$ cat src/irfnv_pkg.sv
package irfnv_pkg;

	localparam int DUR_W      = 16;
	localparam int IN_TDATA_W = ((DUR_W + 7) / 8) * 8;
	localparam int PROD_W     = DUR_W + 4;
	localparam int COUNT_W    = 8;
	localparam int HASH_W     = 32;
	localparam int CFG_W      = 8;

	localparam logic [HASH_W-1:0]  FNV_PRIME  = 32'd16777619;
	localparam logic [HASH_W-1:0]  FNV_BASIS  = 32'd2166136261;
	localparam logic [COUNT_W-1:0] COUNT_MAX  = 8'd255;
	localparam logic [COUNT_W-1:0] HASH_FROM  = 8'd3;
	localparam logic [CFG_W-1:0]   MIN_RESET  = 8'd6;

	localparam logic [1:0] CODE_SHORTER = 2'd0;
	localparam logic [1:0] CODE_SAME    = 2'd1;
	localparam logic [1:0] CODE_LONGER  = 2'd2;

	typedef struct packed {
		logic [DUR_W-1:0] duration;
		logic             last;
	} irfnv_item_t;

	// 20% tolerance: compare n*10 against o*8 both ways, full width
	function automatic logic [1:0] timing_code(input logic [DUR_W-1:0] older,
		input logic [DUR_W-1:0] newer);
		logic [PROD_W-1:0] new10;
		logic [PROD_W-1:0] old10;
		logic [PROD_W-1:0] new8;
		logic [PROD_W-1:0] old8;
		logic [1:0]        code;
		new10 = PROD_W'(newer) * PROD_W'(10);
		old10 = PROD_W'(older) * PROD_W'(10);
		new8  = PROD_W'(newer) << 3;
		old8  = PROD_W'(older) << 3;
		if (new10 < old8) begin
			code = CODE_SHORTER;
		end else if (old10 < new8) begin
			code = CODE_LONGER;
		end else begin
			code = CODE_SAME;
		end
		return code;
	endfunction

endpackage

$ cat src/ir_timing_fnv_hash.sv
// Result path: the last beat of a frame is held in the stage-one register, then loads the
// result register (m_tvalid, m_tdata, m_tuser) when that register is free.
// Throughput: one duration beat per cycle; the hash multiply-xor feedback is the long path.
// Only the last beat of a frame waits for the result register to be free.
// Reset (arst_n low, asynchronous): buffers empty, hash back to the FNV offset basis,
// count and duration history cleared, min_samples back to 6.
module ir_timing_fnv_hash (
	input  logic                              clk,
	input  logic                              arst_n,
	input  logic                              s_tvalid,
	output logic                              s_tready,
	input  logic [irfnv_pkg::IN_TDATA_W-1:0]  s_tdata,   // duration
	input  logic                              s_tlast,   // last_of_frame
	output logic                              m_tvalid,
	input  logic                              m_tready,
	output logic [irfnv_pkg::HASH_W-1:0]      m_tdata,   // hash
	output logic                              m_tuser,   // valid_res
	input  logic                              cfg_valid,
	output logic                              cfg_ready,
	input  logic [irfnv_pkg::CFG_W-1:0]       cfg_data   // min_samples
);

	logic                          valid_s1;
	irfnv_pkg::irfnv_item_t        item_s1;
	logic                          take;
	logic [irfnv_pkg::CFG_W-1:0]   min_samples_q;

	assign cfg_ready = 1'b1;

	always_ff @(posedge clk or negedge arst_n) begin
		if (!arst_n) begin
			min_samples_q <= irfnv_pkg::MIN_RESET;
		end else if (cfg_valid && cfg_ready) begin
			min_samples_q <= cfg_data;
		end
	end

	irfnv_in_reg u_in_reg (
		.clk      (clk),
		.arst_n   (arst_n),
		.s_tvalid (s_tvalid),
		.s_tready (s_tready),
		.s_tdata  (s_tdata),
		.s_tlast  (s_tlast),
		.take     (take),
		.valid_s1 (valid_s1),
		.item_s1  (item_s1)
	);

	irfnv_core u_core (
		.clk         (clk),
		.arst_n      (arst_n),
		.valid_s1    (valid_s1),
		.item_s1     (item_s1),
		.min_samples (min_samples_q),
		.take        (take),
		.m_tvalid    (m_tvalid),
		.m_tready    (m_tready),
		.m_tdata     (m_tdata),
		.m_tuser     (m_tuser)
	);

`ifndef SYNTH
	a_result_from_last: assert property (@(posedge clk) disable iff (!arst_n)
		m_tvalid && !$past(m_tvalid) |-> $past(take && item_s1.last))
		else $error("result beat without a consumed last beat");

	a_no_overwrite: assert property (@(posedge clk) disable iff (!arst_n)
		take && item_s1.last |-> !(m_tvalid && !m_tready))
		else $error("last beat consumed while result stalled");

	a_hold_when_stuck: assert property (@(posedge clk) disable iff (!arst_n)
		valid_s1 && !take |-> !s_tready)
		else $error("input accepted while stage one is held");
`endif

endmodule

$ cat src/irfnv_in_reg.sv
module irfnv_in_reg (
	input  logic                                clk,
	input  logic                                arst_n,
	input  logic                                s_tvalid,
	output logic                                s_tready,
	input  logic [irfnv_pkg::IN_TDATA_W-1:0]    s_tdata,   // duration
	input  logic                                s_tlast,   // last_of_frame
	input  logic                                take,
	output logic                                valid_s1,
	output irfnv_pkg::irfnv_item_t              item_s1
);

	logic accept;

	assign s_tready = !valid_s1 || take;
	assign accept   = s_tvalid && s_tready;

	always_ff @(posedge clk or negedge arst_n) begin
		if (!arst_n) begin
			valid_s1 <= 1'b0;
		end else if (accept) begin
			valid_s1 <= 1'b1;
		end else if (take) begin
			valid_s1 <= 1'b0;
		end
	end

	always_ff @(posedge clk) begin
		if (accept) begin
			item_s1.duration <= s_tdata[irfnv_pkg::DUR_W-1:0];
			item_s1.last     <= s_tlast;
		end
	end

endmodule

$ cat src/irfnv_core.sv
module irfnv_core (
	input  logic                          clk,
	input  logic                          arst_n,
	input  logic                          valid_s1,
	input  irfnv_pkg::irfnv_item_t        item_s1,
	input  logic [irfnv_pkg::CFG_W-1:0]   min_samples,
	output logic                          take,
	output logic                          m_tvalid,
	input  logic                          m_tready,
	output logic [irfnv_pkg::HASH_W-1:0]  m_tdata,   // hash
	output logic                          m_tuser    // valid_res
);

	logic [irfnv_pkg::DUR_W-1:0]   prev0_q;
	logic [irfnv_pkg::DUR_W-1:0]   prev1_q;
	logic [irfnv_pkg::COUNT_W-1:0] count_q;
	logic [irfnv_pkg::HASH_W-1:0]  hash_q;

	logic                          out_free;
	logic [1:0]                    code;
	logic [irfnv_pkg::HASH_W-1:0]  hash_mul;
	logic [irfnv_pkg::HASH_W-1:0]  hash_next;
	logic [irfnv_pkg::COUNT_W-1:0] entries;

	// a last beat needs the result register; other beats never stall
	assign out_free = !m_tvalid || m_tready;
	assign take     = valid_s1 && (!item_s1.last || out_free);

	assign code      = irfnv_pkg::timing_code(prev1_q, item_s1.duration);
	assign hash_mul  = hash_q * irfnv_pkg::FNV_PRIME;
	assign hash_next = (count_q >= irfnv_pkg::HASH_FROM) ?
		(hash_mul ^ irfnv_pkg::HASH_W'(code)) : hash_q;
	assign entries   = (count_q == irfnv_pkg::COUNT_MAX) ? count_q : count_q + 1'b1;

	always_ff @(posedge clk or negedge arst_n) begin
		if (!arst_n) begin
			prev0_q <= '0;
			prev1_q <= '0;
			count_q <= '0;
			hash_q  <= irfnv_pkg::FNV_BASIS;
		end else if (take) begin
			if (item_s1.last) begin
				prev0_q <= '0;
				prev1_q <= '0;
				count_q <= '0;
				hash_q  <= irfnv_pkg::FNV_BASIS;
			end else begin
				prev0_q <= item_s1.duration;
				prev1_q <= prev0_q;
				count_q <= entries;
				hash_q  <= hash_next;
			end
		end
	end

	always_ff @(posedge clk or negedge arst_n) begin
		if (!arst_n) begin
			m_tvalid <= 1'b0;
		end else if (take && item_s1.last) begin
			m_tvalid <= 1'b1;
		end else if (m_tready) begin
			m_tvalid <= 1'b0;
		end
	end

	always_ff @(posedge clk) begin
		if (take && item_s1.last) begin
			m_tdata <= hash_next;
			m_tuser <= (entries >= min_samples);
		end
	end

endmodule
$ cat config.mk
export PLATFORM = sky130hd
export DESIGN_NAME = ir_timing_fnv_hash
export DESIGN_NICKNAME = d
export VERILOG_FILES = /design/src/irfnv_pkg.sv /design/src/ir_timing_fnv_hash.sv /design/src/irfnv_in_reg.sv /design/src/irfnv_core.sv
export SDC_FILE = /design/constraint.sdc
export NUM_CORES = 1
export LEC_CHECK = 0
export BUFFER_PORTS_ARGS = -buffer_cell sky130_fd_sc_hd__buf_2
export CAP_MARGIN = 5
export CORE_MARGIN = 5
export CORE_UTILIZATION = 52
export CTS_BUF_LIST = sky130_fd_sc_hd__clkbuf_8
export CTS_CLUSTER_SIZE = 28
export DETAILED_ROUTE_END_ITERATION = 8
export MAX_ROUTING_LAYER = met4
export PLACE_DENSITY = 0.77
export SYNTH_ARGS = -nofsm -noshare
export SYNTH_HDL_FRONTEND = slang
export SYNTH_SLANG_ARGS = --single-unit
$ cat constraint.sdc
create_clock -name clk -period 7.2 [get_ports clk]
set_input_delay 1.8 -clock clk [delete_from_list [all_inputs] [get_ports clk]]
set_output_delay 1.8 -clock clk [all_outputs]
set_load 0.01 [all_outputs]
==> impl_metrics.py, run 1 <==
metrics = {
    "routing": {
        "drc": 0,
        "avgViaCountPerCell": 5.63,
        "detail-route-antenna-nets": 0,
        "wirelength_mm": 29.4,
        "wire_per_inst_um": 17.1,
        "first_pass_iters": 6,
        "routed-via-count": 9702,
        "drt-initial-drc-count": 594,
    },
    "timing": {
        "relSlewSlack_pct": 23.4,
        "max_freq_mhz": 171,
        "period_minus_slack_ps": 5860,
        "slew_violations": 0,
        "timing.final.crit_share_pct": 81.4,
        "finalSetupViolations": 0,
        "hold_viol": 0,
        "whs_ps": 486,
        "fin_setup_tns_ps": 0,
        "finClkSkew_ps": 12.1,
        "grt_setup_unrepaired": "no",
        "tightest_slew_ps": 1150,
    },
    "yosys": {
        "syn_nets": 1704,
        "synth_compound_area_share_pct": 13.6,
        "synth_area_um2": 13200,
        "postSynthCellCount": 1317,
        "ys.warnings.count": 0,
        "ys_types": 67,
        "synth_fa_ha_area_share_pct": 38.2,
        "synthXorXnorAreaFrac_pct": 4.32,
        "syn_avg_cell_area_um2": 10.0,
        "async_reset_ff_share_pct": 62.1,
        "synth_top_family_by_area": "adder cells",
        "synth_seq_cells": 132,
        "ys_seq_area_share_pct": 27.1,
        "synthMuxAreaShare_pct": 0.740,
        "synth_ff_type": "dfrtp_1",
        "synth_edf_count": 50,
        "synth-simple-area-share_pct": 9.16,
    },
    "setup_path": {
        "critPathRequiredTime_ps": 7410,
        "rrSetupSlack_ps": 1340,
        "critPathArrivalTime_ps": 6070,
        "path_max_fanout": 6,
        "cp-end-kind": "register",
        "cp-start-kind": "register",
        "ff2ff_path_depth": 19,
        "criticalPathCategory": "register to register",
        "r2r-start": "u_core.hash_q[2]",
        "regToRegEndpoint": "u_core.m_tdata[28]",
    },
    "floorplan": {
        "dieHeight_um": 169,
        "io_pins": 66,
        "dieArea_um2": 28600,
        "die_w_um": 169,
        "core_um2": 25000,
        "start_util_pct": 52.6,
        "rows": 58,
    },
    "cts": {
        "cts_tree": "built",
        "ctsHoldBuffers": 0,
        "cts.repair.resized": 0,
        "cts_buffer_depth": 2,
        "clk_pin_slew_ps": 80,
        "cts_inserted_buffers": 17,
        "clock-sinks": 132,
        "clk_latency_ps": 470,
        "cts.htree.levels": 4,
        "post_cts_buffers": 0,
        "root_buffer": "clkbuf_8",
    },
    "global_route": {
        "overflow": 0,
        "first_global_vias": 9995,
        "grt_pass1_wl_mm": 49.0,
        "antenna_found_initial": 0,
        "grt_max_degree": 48,
        "grt.total_usage_pct": 21.8,
    },
    "layout": {
        "fin_nets": 1766,
        "diodes": 0,
        "final_cell_mix": "281 x ha_1, 212 x inv_1, 101 x nand2_1",
        "layout-drive-gt1-share_pct": 9.77,
        "utilization_pct": 56.9,
        "final_cell_count_no_fill": 1722,
        "area.growth.synth_to_final_pct": 8.14,
        "final_common_cell": "ha_1",
    },
    "outcome": {
        "status": "completed",
    },
    "hold_path": {
        "whs_path_depth": 2,
        "hold_class": "register to register",
        "whs_endpoint": "u_core.prev0_q[0]",
        "min-delay-start": "u_core.prev0_q[0]",
    },
    "place": {
        "placed_cells": 1690,
        "io_buffers": 64,
        "dpl.hpwl_mm": 22.9,
        "place.gp.congestion": 0.919,
    },
    "job": {
        "max-cap-violations": 0,
    },
}
[metrics by stage]
step                      area (µm²)  worst slack, ps
after floorplan                13200             1860
after global placement         13900             1540
after detailed placement       13900             1380
after CTS                      14300             1360
after global routing           14300             1080
final                          14300             1340
[sequential cells by signal, summed over array words and instances (netlist names)]
register / cells
u_core.count_q: 8
u_core.hash_q: 32
min_samples_q: 8
u_core.m_tdata: 32
u_core.prev0_q: 16
u_core.m_tuser: 1
u_in_reg.item_s1: 17
u_core.prev1_q: 16
u_in_reg.valid_s1: 1
u_core.m_tvalid: 1
[metal layers]
metal / vias up / share of wire, % / track usage (%)
met5: - / 0 / -
met4: 0 / 2.2 / 6.16
met3: 52 / 4.7 / 3.33
met2: 264 / 49 / 36.6
met1: 4707 / 45 / 27.5
li1: 4679 / - / -
[critical path, stage by stage (launching register included)]
cell and delay [ps]:
dfstp_2 600, ha_1 260, ha_1 320, fa_1 490, ha_1 210, fa_1 480, ha_1 290, inv_1 50
fa_1 520, inv_1 40, ha_1 390, a21oi_1 90, o21ai_0 290, o221ai_1 180, a211o_1 340, o21ai_1 310
a21oi_1 140, o21ai_0 210, xor2_1 110, mux2_2 280
[how the worst max path moves through the flow]
stage | start | end | slack, ps | depth (start not counted)
after floorplan | u_core.hash_q[2] | u_core.m_tdata[23] | 1860 | 18
after global placement | u_core.hash_q[2] | u_core.m_tdata[23] | 1540 | 18
after detailed placement | u_core.hash_q[2] | u_core.m_tdata[28] | 1380 | 19
after CTS | u_core.hash_q[2] | u_core.m_tdata[28] | 1360 | 19
after global routing | u_core.hash_q[4] | u_core.m_tdata[27] | 1080 | 18
final | u_core.hash_q[2] | u_core.m_tdata[28] | 1340 | 19
[cells by family (layout without fill, tap and decap cells)]
kind of cell | count (synthesis) | in the layout
AOI/OAI and AO/OA | 259 | 259
other | 1 | 1
xor gates and xnor gates | 65 | 65
buffers and inverters | 238 | 313
adders and majority gates | 357 | 357
muxes | 9 | 9
DFF | 132 | 132
and+or+nand+nor | 256 | 256
[cell type report]
| cell class | instances | area [µm²] |
|---|---|---|
| Clock buffer | 17 | 234 |
| Sequential cell | 132 | 3570 |
| Multi-Input combinational cell | 947 | 8710 |
| Inverter | 210 | 788 |
| Fill cell | 2135 | 10800 |
| Tap cell | 330 | 413 |
| Timing Repair Buffer | 71 | 375 |
| Clock inverter | 15 | 158 |
[cell usage after synthesis (12+ instances only)]
cell type	instances	area, µm²
edfxtp_1	50	1500
nand3b_1	17	128
a21o_1	24	180
a21oi_1	58	290
nand2_1	101	379
o22a_1	12	105
dfrtp_1	66	1650
clkbuf_1	24	90.1
ha_1	281	3520
a22o_1	22	193
fa_1	76	1520
nor3_1	13	65.1
nand3_1	19	95.1
inv_1	210	788
nor2_1	55	206
nand2b_1	12	75.1
o21ai_0	54	270
o31ai_1	19	143
o21a_1	12	90.1
xnor2_1	50	438
xor2_1	15	131
dfstp_2	16	420
Power of run 1 is not shown: default switching activity piles up to over one toggle a cycle in this logic, so the estimate is an artifact.
==> inputs of run 2 (changes only) <==
--- a/config.mk
+++ b/config.mk
@@ -13,7 +13,7 @@
 export CTS_CLUSTER_SIZE = 28
 export DETAILED_ROUTE_END_ITERATION = 8
 export MAX_ROUTING_LAYER = met4
-export PLACE_DENSITY = 0.77
+export PLACE_DENSITY = 0.8
 export SYNTH_ARGS = -nofsm -noshare
 export SYNTH_HDL_FRONTEND = slang
 export SYNTH_SLANG_ARGS = --single-unit
==> constraint.sdc (replaced) <==
create_clock -name clk -period 5 [get_ports clk]
set_input_delay 1.25 -clock clk [delete_from_list [all_inputs] [get_ports clk]]
set_output_delay 1.25 -clock clk [all_outputs]
set_load 0.01 [all_outputs]
==> impl_metrics.py, run 2 (synthesis gave the netlist of run 1 again) <==
metrics = {
    "setup_path": {
        "path_max_fanout": 5,
        "worst_path_most_repeated_cell": "ha_4",
        "cp_cell_sequence": "ha_4, ha_4, fa_2, ha_4, fa_1, ha_1, inv_2, fa_1, inv_2, ha_4, nand2_4, nand3_1, o221ai_2, a211o_1, o21ai_4, a21oi_2, o21bai_1, xor2_1, mux2_4",
        "cpMaxStageDelayCell": "dfstp_2",
        "worstSetupStartpoint": "u_core.hash_q[7]",
        "rrSetupSlack_ps": -350,
        "ff2ff_path_depth": 19,
        "cp-start-kind": "register",
        "critPathArrivalTime_ps": 5590,
        "cp-end-kind": "register",
        "criticalPathCategory": "register to register",
        "r2r-start": "u_core.hash_q[7]",
        "regToRegEndpoint": "u_core.m_tdata[26]",
        "critPathRequiredTime_ps": 5250,
        "cp_slowest_stage_delay_ps": 660,
    },
    "timing": {
        "fin_setup_tns_ps": -3810,
        "finalSetupViolations": 23,
        "relSlewSlack_pct": 23.9,
        "whs_ps": 489,
        "grt_setup_unrepaired": "yes",
        "slew_violations": 0,
        "fin_ws_ps": -345,
        "hold_viol": 0,
        "timing.final.crit_share_pct": 107,
        "max_freq_mhz": 187,
        "tightest_slew_ps": 1140,
        "period_minus_slack_ps": 5350,
        "finClkSkew_ps": 17.8,
    },
    "global_route": {
        "overflow": 0,
        "grt_pass1_wl_mm": 54.1,
        "grt.total_usage_pct": 24.4,
        "antenna_found_initial": 2,
        "grt_max_degree": 83,
        "first_global_vias": 10900,
    },
    "cts": {
        "ctsHoldBuffers": 0,
        "root_buffer": "clkbuf_8",
        "cts_inserted_buffers": 17,
        "cts_buffer_depth": 2,
        "cts_tree": "built",
        "clk_latency_ps": 490,
        "cts.htree.levels": 4,
        "clk_pin_slew_ps": 100,
        "clock-sinks": 132,
    },
    "place": {
        "placed_area_um2": 14900,
        "dp_slack_ps": -363,
        "dpl.hpwl_mm": 24.9,
        "io_buffers": 64,
        "place.gp.congestion": 0.885,
    },
    "layout": {
        "final_cell_mix": "205 x ha_1, 197 x inv_1, 113 x buf_4",
        "final_common_cell": "ha_1",
        "area.growth.synth_to_final_pct": 25.0,
        "layout-drive-gt1-share_pct": 27.5,
        "reg_top3": "u_core.hash_q: 32 flops, u_core.m_tdata: 32 flops, u_in_reg.item_s1: 17 flops",
        "fin_nets": 1882,
        "final_area_um2": 16500,
    },
    "floorplan": {
        "io_pins": 66,
        "rows": 58,
        "start_util_pct": 52.6,
        "core_um2": 25000,
        "dieHeight_um": 169,
        "dieArea_um2": 28600,
        "die_w_um": 169,
    },
    "hold_path": {
        "hold_class": "register to register",
        "whs_path_depth": 2,
        "min-delay-start": "u_core.prev0_q[0]",
        "whs_endpoint": "u_core.prev0_q[0]",
    },
    "routing": {
        "drt-initial-drc-count": 853,
        "detail-route-antenna-nets": 0,
        "wirelength_mm": 37.6,
        "avgViaCountPerCell": 5.92,
        "routed-via-count": 10900,
        "wire_per_inst_um": 20.4,
        "drc": 0,
        "first_pass_iters": 8,
    },
    "outcome": {
        "status": "finished with violations",
        "violations": "negative setup slack",
    },
    "job": {
        "max-cap-violations": 0,
    },
}
-- run 2: cell count changes in the layout (fill, tap and decap cells not counted), sizes merged --
cell / change
clkinvlp: -2
clkinv: +3
diode: +2
buf: +116
inv: +1
bufinv: -2
-- run 2: metrics by stage --
| step | util, % | cells |
|---|---|---|
| final | 65.8 | 1840 |
| after global routing | 65.8 | 1840 |
| after CTS | 63.1 | 1824 |
| after detailed placement | 59.4 | 1781 |
| after global placement | 59.4 | 1781 |
| after floorplan | - | 1317 |
-- run 2: worst max-delay path by stage --
| stage | to | slack [ps] | cells after the start |
|---|---|---|---|
| floorplan | u_core.m_tdata[28] | -7 | 19 |
| global placement | u_core.m_tdata[28] | -230 | 19 |
| detailed placement | u_core.m_tdata[26] | -360 | 19 |
| CTS | u_core.m_tdata[26] | -160 | 20 |
| global route | u_core.m_tdata[26] | -460 | 19 |
| finish | u_core.m_tdata[26] | -350 | 19 |
-- run 2: critical path, delay by kind of cell (launching register included) --
| family | cells | cell delay [ps] |
|---|---|---|
| mux | 1 | 260 |
| simple gates | 2 | 190 |
| buf+inv | 2 | 100 |
| compound gates | 5 | 970 |
| flops | 1 | 660 |
| fa+ha+maj | 8 | 2790 |
| xor+xnor | 1 | 120 |
-- run 2: layout make-up --
class                   instances  area (µm²)
repair buffers                187        1290
flip-flops and latches        132        3580
fillers                      1767        8560
clock inverters                15         185
well taps                     330         413
multi-input cells             947        9990
diodes                          2        5.00
inverters                     210         788
clock buffers                  17         234
-- run 2: per-layer routing --
layer	vias to the layer above	GRT usage (%)	part of all wire, %	wire length, µm
met1	5299	29.5	38	14400
met4	0	10.2	5.9	2200
li1	4918	-	-	-
met5	-	-	0	0
met3	184	4.47	6.5	2460
met2	487	40.3	49	18500
-- run 2: repair_timing --
action / in CTS / in global routing
resized for setup: 65 / 104
pin swaps: 50 / 90
endpoints found under the setup margin: 28 / 37
setup buffers: 11 / 15
Power of run 2 is left out for the same reason.
==> inputs of run 3 (changes only) <==
--- a/config.mk
+++ b/config.mk
@@ -13,7 +13,7 @@
 export CTS_CLUSTER_SIZE = 28
 export DETAILED_ROUTE_END_ITERATION = 8
 export MAX_ROUTING_LAYER = met4
-export PLACE_DENSITY = 0.8
+export PLACE_DENSITY = 0.77
 export SYNTH_ARGS = -nofsm -noshare
 export SYNTH_HDL_FRONTEND = slang
 export SYNTH_SLANG_ARGS = --single-unit
==> constraint.sdc (replaced) <==
create_clock -name clk -period 6.05 [get_ports clk]
set_input_delay 1.5125 -clock clk [delete_from_list [all_inputs] [get_ports clk]]
set_output_delay 1.5125 -clock clk [all_outputs]
set_load 0.01 [all_outputs]
==> impl_metrics.py, run 3 (synthesis gave the netlist of run 1 again) <==
metrics = {
    "timing": {
        "slew_violations": 0,
        "timing.final.crit_share_pct": 96.0,
        "hold_viol": 0,
        "finalSetupViolations": 0,
        "fin_setup_tns_ps": 0,
        "tightest_slew_ps": 966,
        "relSlewSlack_pct": 35.6,
        "period_minus_slack_ps": 5810,
        "max_freq_mhz": 172,
        "whs_ps": 481,
        "finClkSkew_ps": 16.3,
        "grt_setup_unrepaired": "no",
    },
    "global_route": {
        "overflow": 0,
        "grt.total_usage_pct": 22.0,
        "first_global_vias": 9978,
        "grt_pass1_wl_mm": 49.2,
        "antenna_found_initial": 0,
        "grt_max_degree": 48,
    },
    "hold_path": {
        "min-delay-start": "u_core.prev0_q[0]",
        "whs_path_depth": 2,
        "hold_class": "register to register",
        "whs_endpoint": "u_core.prev0_q[0]",
    },
    "floorplan": {
        "rows": 58,
        "start_util_pct": 52.6,
        "dieHeight_um": 169,
        "dieArea_um2": 28600,
        "io_pins": 66,
        "die_w_um": 169,
        "core_um2": 25000,
    },
    "setup_path": {
        "critPathRequiredTime_ps": 6260,
        "path_buf_inv": 2,
        "critPathArrivalTime_ps": 6020,
        "criticalPathCategory": "register to register",
        "worst_path_most_repeated_cell": "ha_1",
        "critical_path.top_delay_family": "adder cells",
        "ff2ff_path_depth": 19,
        "cp-end-kind": "register",
        "cpMaxStageDelayCell": "dfstp_2",
        "cp_cell_sequence": "ha_1, ha_1, fa_1, ha_1, fa_1, ha_1, inv_1, fa_1, inv_1, ha_1, a21oi_1, o21ai_1, o221ai_1, a211o_1, o21ai_1, a21oi_1, o21ai_0, xor2_1, mux2_2",
        "crit_cells": 19,
        "rrSetupSlack_ps": 240,
        "path_max_fanout": 6,
        "cp-start-kind": "register",
        "r2r-start": "u_core.hash_q[2]",
        "regToRegEndpoint": "u_core.m_tdata[28]",
        "cp_slowest_stage_delay_ps": 600,
    },
    "routing": {
        "drt-initial-drc-count": 595,
        "detail-route-antenna-nets": 0,
        "routed-via-count": 9569,
        "wirelength_mm": 29.2,
        "avgViaCountPerCell": 5.55,
        "wire_per_inst_um": 17.0,
        "drc": 0,
        "first_pass_iters": 6,
    },
    "outcome": {
        "status": "completed",
    },
    "job": {
        "max-cap-violations": 0,
    },
    "layout": {
        "diodes": 0,
        "final_cell_mix": "281 x ha_1, 212 x inv_1, 101 x nand2_1",
        "area.growth.synth_to_final_pct": 8.28,
        "layout-drive-gt1-share_pct": 9.91,
        "final_area_um2": 14300,
        "fin_nets": 1767,
        "final_common_cell": "ha_1",
        "reg_top3": "u_core.hash_q: 32 flops, u_core.m_tdata: 32 flops, u_in_reg.item_s1: 17 flops",
    },
    "cts": {
        "clk_pin_slew_ps": 80,
        "cts.htree.levels": 4,
        "post_cts_buffers": 0,
        "cts_buffer_depth": 2,
        "cts.repair.resized": 0,
        "cts_tree": "built",
        "ctsHoldBuffers": 0,
        "cts_inserted_buffers": 17,
        "clk_latency_ps": 460,
        "clock-sinks": 132,
        "root_buffer": "clkbuf_8",
    },
    "place": {
        "io_buffers": 64,
        "place.gp.congestion": 0.897,
        "placed_area_um2": 13900,
        "dpl.hpwl_mm": 22.8,
    },
}
run 3: cell count changes in the layout (fill, tap and decap cells not counted), sizes merged:
cell	change
buf	-115
bufinv	+2
clkbuf	+3
clkinv	-2
diode	-2
inv	-3
run 3: metal layers:
layer	global-route usage, %	wire [µm]	share of wire, %
met3	3.77	1310	4.5
met5	-	0	0
met1	27.8	13100	45
met4	7.49	826	2.8
met2	36.1	14000	48
run 3: layout make-up:
| cell class | count | area, µm² |
|---|---|---|
| sequential | 132 | 3570 |
| inverter | 210 | 788 |
| multi-input combinational | 947 | 8710 |
| tap | 330 | 413 |
| timing repair buffer | 72 | 383 |
| clock buffer | 20 | 275 |
| clock inverter | 12 | 128 |
| fill | 2113 | 10800 |
run 3: worst max path at each step:
stage          slack (ps)        startpoint                  to
2_1_floorplan         710  u_core.hash_q[2]  u_core.m_tdata[23]
5_1_grt                 8  u_core.hash_q[2]  u_core.m_tdata[27]
3_5_place_dp          210  u_core.hash_q[2]  u_core.m_tdata[28]
4_1_cts               190  u_core.hash_q[2]  u_core.m_tdata[28]
6_report              240  u_core.hash_q[2]  u_core.m_tdata[28]
3_3_place_gp          370  u_core.hash_q[2]  u_core.m_tdata[28]
run 3: stage by stage:
step	worst slack, ps	util, %	instances
3_5_place_dp	207	55.4	1691
3_3_place_gp	370	55.4	1691
2_1_floorplan	709	-	1317
6_report	243	57.0	1723
5_1_grt	8.49	57.0	1723
4_1_cts	191	57.0	1723
run 3: worst register-to-register path, delay by kind of cell, from the launching register on:
| family | cells | cell delay [ps] |
|---|---|---|
| flops | 1 | 600 |
| fa+ha+maj | 8 | 2950 |
| compound gates | 7 | 1520 |
| xor+xnor | 1 | 110 |
| mux | 1 | 280 |
| buf+inv | 2 | 90 |
Power of run 3 is left out for the same reason.
